$ cat config.mk
export PLATFORM = sky130hd
export DESIGN_NAME = wshc_div
export DESIGN_NICKNAME = d
export VERILOG_FILES = /design/src/wshc_pkg.sv /design/src/wshc_div.sv
export SDC_FILE = /design/constraint.sdc
export NUM_CORES = 2
export LEC_CHECK = 0
export BUFFER_PORTS_ARGS = -buffer_cell sky130_fd_sc_hd__buf_4
export CORE_ASPECT_RATIO = 1.25
export CORE_MARGIN = 2
export CORE_UTILIZATION = 64
export DETAILED_ROUTE_END_ITERATION = 8
export GPL_TIMING_DRIVEN = 1
export PLACE_DENSITY = 0.78
export SLEW_MARGIN = 15
export SYNTH_ARGS = -nofsm -noshare
export SYNTH_HDL_FRONTEND = slang
export SYNTH_SLANG_ARGS = --single-unit
$ cat constraint.sdc
create_clock -name clk -period 4.1 [get_ports clk]
set_input_delay 0.82 -clock clk [delete_from_list [all_inputs] [get_ports clk]]
set_output_delay 0.82 -clock clk [all_outputs]
set_load 0.1 [all_outputs]
$ cat src/wshc_pkg.sv
// ----------------------------------------------------------------------------
// wshc_pkg: shared types and constants for the window size-hint constraint core
// Dimension width, configuration register indexes, hint flag positions and
// the packed request and response item types.
// ----------------------------------------------------------------------------
package wshc_pkg;

	localparam int unsigned DIM_BITS  = 15;
	localparam int unsigned REG_W     = 2 * DIM_BITS;
	localparam int unsigned CFG_IDX_W = 3;
	localparam int unsigned FLAG_W    = 5;

	typedef enum logic [CFG_IDX_W-1:0] {
		CFG_MIN_SIZE,
		CFG_MAX_SIZE,
		CFG_BASE_SIZE,
		CFG_INC_SIZE,
		CFG_LOW_ASPECT,
		CFG_HIGH_ASPECT,
		CFG_HINT_FLAGS
	} cfg_idx_t;

	localparam int unsigned FLAG_MAX    = 0;
	localparam int unsigned FLAG_BASE   = 1;
	localparam int unsigned FLAG_INC    = 2;
	localparam int unsigned FLAG_ASPECT = 3;
	localparam int unsigned FLAG_NOCON  = 4;

	typedef struct packed {
		logic [DIM_BITS-1:0] req_width;
		logic [DIM_BITS-1:0] req_height;
		logic                apply_minimum;
		logic                force_constrain;
	} req_t;

	typedef struct packed {
		logic [DIM_BITS-1:0] out_width;
		logic [DIM_BITS-1:0] out_height;
	} rsp_t;

endpackage

$ cat src/wshc_div.sv
// ----------------------------------------------------------------------------
// wshc_div: pipelined restoring divider
// One quotient bit per register stage, NUM_W stages in all. A side-band
// vector and a valid bit travel with each item; all stages move on en.
// ----------------------------------------------------------------------------
module wshc_div #(
	parameter int unsigned NUM_W  = 2 * wshc_pkg::DIM_BITS,
	parameter int unsigned DEN_W  = wshc_pkg::DIM_BITS,
	parameter int unsigned SIDE_W = 1
) (
	input  logic              clk,
	input  logic              arst_n,
	input  logic              en,
	input  logic              in_valid,
	input  logic [NUM_W-1:0]  num,
	input  logic [DEN_W-1:0]  den,
	input  logic [SIDE_W-1:0] side_in,
	output logic              out_valid,
	output logic [NUM_W-1:0]  quo,
	output logic [SIDE_W-1:0] side_out
);

	logic [NUM_W-1:0]  v_s;
	logic [DEN_W-1:0]  rem_s  [NUM_W];
	logic [NUM_W-1:0]  nq_s   [NUM_W];
	logic [SIDE_W-1:0] side_s [NUM_W];

	for (genvar k = 0; k < NUM_W; k++) begin : g_stage
		logic [DEN_W-1:0]  rem_in;
		logic [NUM_W-1:0]  nq_in;
		logic [SIDE_W-1:0] sd_in;
		logic              v_in;
		logic [DEN_W:0]    trial;
		logic [DEN_W:0]    diff;
		logic              take;

		if (k == 0) begin : g_first
			assign rem_in = '0;
			assign nq_in  = num;
			assign sd_in  = side_in;
			assign v_in   = in_valid;
		end else begin : g_next
			assign rem_in = rem_s[k-1];
			assign nq_in  = nq_s[k-1];
			assign sd_in  = side_s[k-1];
			assign v_in   = v_s[k-1];
		end

		// The numerator shifts out at the top while quotient bits fill in below.
		assign trial = {rem_in, nq_in[NUM_W-1]};
		assign diff  = trial - {1'b0, den};
		assign take  = trial >= {1'b0, den};

		always_ff @(posedge clk or negedge arst_n) begin
			if (!arst_n) begin
				v_s[k] <= 1'b0;
			end else if (en) begin
				v_s[k] <= v_in;
			end
		end

		always_ff @(posedge clk) begin
			if (en) begin
				rem_s[k]  <= take ? diff[DEN_W-1:0] : trial[DEN_W-1:0];
				nq_s[k]   <= {nq_in[NUM_W-2:0], take};
				side_s[k] <= sd_in;
			end
		end
	end

	assign out_valid = v_s[NUM_W-1];
	assign quo       = nq_s[NUM_W-1];
	assign side_out  = side_s[NUM_W-1];

endmodule

==> impl_summary.md <==
Worst hold path
The cell count of the worst hold path is 1. The hold path endpoint is nq_s[0][22]. The startpoint identified for the worst hold timing path is num[21]. The worst min-delay path category is input pin to flip-flop.

Pwr
The analysis attributes to net switching a power of 20.4 mW. The static leakage power is 29.1 nW. The share of total power dissipated in sequential elements is 0.372. The power density over the cells is 775 nW/um2. The internal power of the cells totals 39.2 mW. The net switching fraction of the power is 0.343. Of the total power, the clock network draws 0.211.

VDD sags by at most 531 uV. The logic gate share of total power is 0.417. The total power after layout is 59.6 mW.

STA
The max-slew violation count is 0. The peak clock frequency supported by timing is 0.302 GHz. The post-route fraction of the period consumed by the critical path is 0.807.

The final worst setup slack is 790 ps. Headroom to the max-slew limit came out at 0.257. The count of final hold-check violations is 0.

The minimum period implied by the final worst setup slack is 3310 ps. The worst hold slack after final layout is 211 ps. Setup repair after global routing left no endpoint under its margin. The final clock skew is 16.3 ps. The setup TNS after final layout is 0 ps. The actual slew at the worst max-slew pin is 1090 ps. Setup violations remaining at the end of the flow were counted as 0.

Yosys
The share of synthesized area spent on multiplexers is 0.0490. The post-synthesis xor/xnor area fraction is 0.0321. The commonest cells after synthesis are edfxtp_1, ha_1, o21ai_0, nor2_1, nand2_1.

The largest family of logic cells by synthesized area is compound AO/OA/AOI/OAI gates. The post-synthesis cell area is 67,900 um2. The number of nets in the synthesized netlist is 5,588. The compound-cell area share of the yosys netlist is 0.121.

The sequential fraction of the synthesis area is 0.615. The number of enable-type register cells in the synthesized netlist is 1,365. The average instance in the mapped netlist occupies 13.4 um2.

The synthesized design spends more area on one cell type than any other, namely edfxtp_1. The share of flip-flops with an asynchronous set or reset is 0.0215. The share of the synthesized area in the top cell type is 0.604. Yosys mapped the design onto 88 distinct sky130hd cell types. By area the synthesized netlist is led by edfxtp_1, ha_1, mux2_2, o21ai_0, xnor2_1. The most common flop cell mapped by yosys is edfxtp_1. For this run, the number of Yosys warnings is 0. The most common cell in the synthesized netlist is edfxtp_1. The number of instances in the synthesized netlist is 5,073.

Synthesis inferred 1,395 register bits. The adder-cell share of the synthesized area is 0.0888. Of the total synthesized cell area, the portion taken by AND, OR, NAND and NOR gates is 0.0776.

Setup path
The critical path endpoint category is a flip-flop. The cell with the biggest individual delay on the critical path is a2111oi_0. Broken down by cell family, the worst path's largest delay share belongs to compound AO/OA/AOI/OAI gates.

The endpoint identified for the worst register-to-register timing path is rem_s[0][178]. For the worst flop-to-flop path, the logic depth is 8. The arrival time of data at the critical path endpoint is 3840 ps.

The largest single stage delay on the critical path is 980 ps. STA puts the critical path data required time at 4630 ps. The internal reg-to-reg setup slack is 1010 ps. The critical path crosses 12 cells after its start point. The category of the critical setup timing path is input pin to flip-flop. The maximum fanout count along the critical path is 9. The startpoint type of the worst setup path is an input pin. The buffer and inverter count on the worst path is 4. In this run the critical register-to-register path is launched from rem_s[0][150]. Walking the worst path, the cells encountered are buf_4 > buf_12 > buf_12 > buf_4 > ha_1 > nor2b_1 > o31a_1 > o31a_1 > o221ai_1 > a2111oi_0 > o21a_1 > o31ai_1.

Route
The average via count per standard cell is 6.06. After the first detailed-routing iteration, the DRC count stood at 2,858. The remaining antenna violation count is 0. After detailed routing, the number of remaining DRC violations is 0. The number of detailed-route iterations in the first pass is 5. The routed design has 141 mm of wire. The detailed router placed 42,200 vias in this run.

In the final routed layout, each cell accounts on average for 20.2 um.

Clock network
Buffers inserted during clock tree synthesis total 133. The total number of clock tree sinks is 1,395. The H-tree generated during clock tree synthesis spans 4 levels.

The later pin in the worst-skew pair is clocked with a latency of 780 ps. TritonCTS built the clock tree. The post-CTS repair timing setup buffer count is 0. The longest clock path from root to sink contains 3 buffers. The clock input transition at the sequential cells of the worst setup and hold paths is 70 ps. The clock tree root driver cell is clkbuf_16.

Global routing
The pin count of the biggest net entering global routing is 128. The first-pass GRT wire length is 222 mm. The number of antenna violations at the first check in global routing is 0. The number of global-route vias before repair is 42,000. The total global routing overflow is 0.

For this run, the total global-route usage over all layers was measured as 0.262.

Die
The die boundary height is 368 um. In this run the core area contains 133 standard-cell rows. The die is 295 um wide. The I/O pin total is 82. The die covers 109,000 um2. The standard cell core area is 105,000 um2. The starting density of the core is 0.646.

Layout
Summing all non-filler instances in the final layout gives an area of 76,900 um2. At the end of the flow, the number of nets in the layout was 5,954. Once layout is complete, the cells apart from fillers number 6,959. Once layout is complete, the utilization of the core stands at 0.731. In the final layout, the share of cells above drive strength 1 is 0.143. The number of antenna diodes in the final layout is 0. The fill cell instance count of the final layout is 6,866. The layout overhead on the synthesized area is 13.2%.

Job
The number of violations of the max-capacitance limit is 0.

Placed design
During placement, the flow inserted port buffers numbering 81. Including well taps, the total number of placed cells is 6,720. At the end of routability-driven placement, the weighted congestion stood at 0.908.

The detailed-placement wirelength estimate is 95.4 mm. The pre-CTS worst setup slack is 211 ps. The placed instance area is 72,400 um2.

Run status
The run finished with clean final reports.
==> cell families after synthesis <==
logic type / after synthesis
xor gates and xnor gates: 249
buffers and inverters: 306
adders and majority gates: 465
AOI/OAI and AO/OA: 1255
and+or+nand+nor: 1102
DFF: 1395
muxes: 301
==> what timing repair did <==
item	in CTS	in global routing
hold buffers	1	0
endpoints found under the hold margin	30	0
resized for setup	0	0
==> sequential cells by signal, indices dropped and copies added, names as in the netlist <==
signal	count
g_stage.v_in	29
rem_s	435
out_valid	1
side_s	30
nq_s	900
==> placed cells by master (no fill, tap or decap), types with 135 or more instances in the layout <==
cell	n
a21oi_1	268
buf_4	267
clkbuf_16	135
edfxtp_1	1365
ha_1	437
inv_1	215
mux2_2	225
nand2_1	304
nor2_1	328
o21ai_0	335
xnor2_1	180
==> layout make-up <==
type	count	area, um2	area share
Clock buffer	155	3470	0.0452
Clock inverter	83	987	0.0128
Inverter	217	815	0.0106
Multi-Input combinational cell	3372	25000	0.326
Sequential cell	1395	41700	0.543
Tap cell	1417	1770	0.0231
Timing Repair Buffer	320	3060	0.0398
==> routing by layer <==
layer / vias up / track usage / share of wire
li1: 20300 / - / -
met1: 20400 / 0.324 / 0.40
met2: 1174 / 0.449 / 0.50
met3: 362 / 0.0383 / 0.050
met4: 0 / 0.135 / 0.050
met5: - / 0 / 0
==> how the worst max path moves through the flow <==
stage,slack (ps),from,to
floorplan,130,den[7],rem_s[0][187]
global placement,290,den[4],rem_s[0][162]
detailed placement,210,den[0],rem_s[1][194]
CTS,1000,den[6],rem_s[0][178]
global route,720,den[6],rem_s[0][178]
finish,790,den[0],rem_s[0][178]
==> power groups by stage <==
stage	registers (mW)	clock network (mW)	logic [mW]
CTS	22.1	12.8	24.7
floorplan	21.5	0	18.2
detailed placement	22.3	0	24.4
finish	22.1	12.6	24.9
global route	22.4	13.3	27.5
global placement	22.3	0	23.8
(Power assumes the default switching activity.)
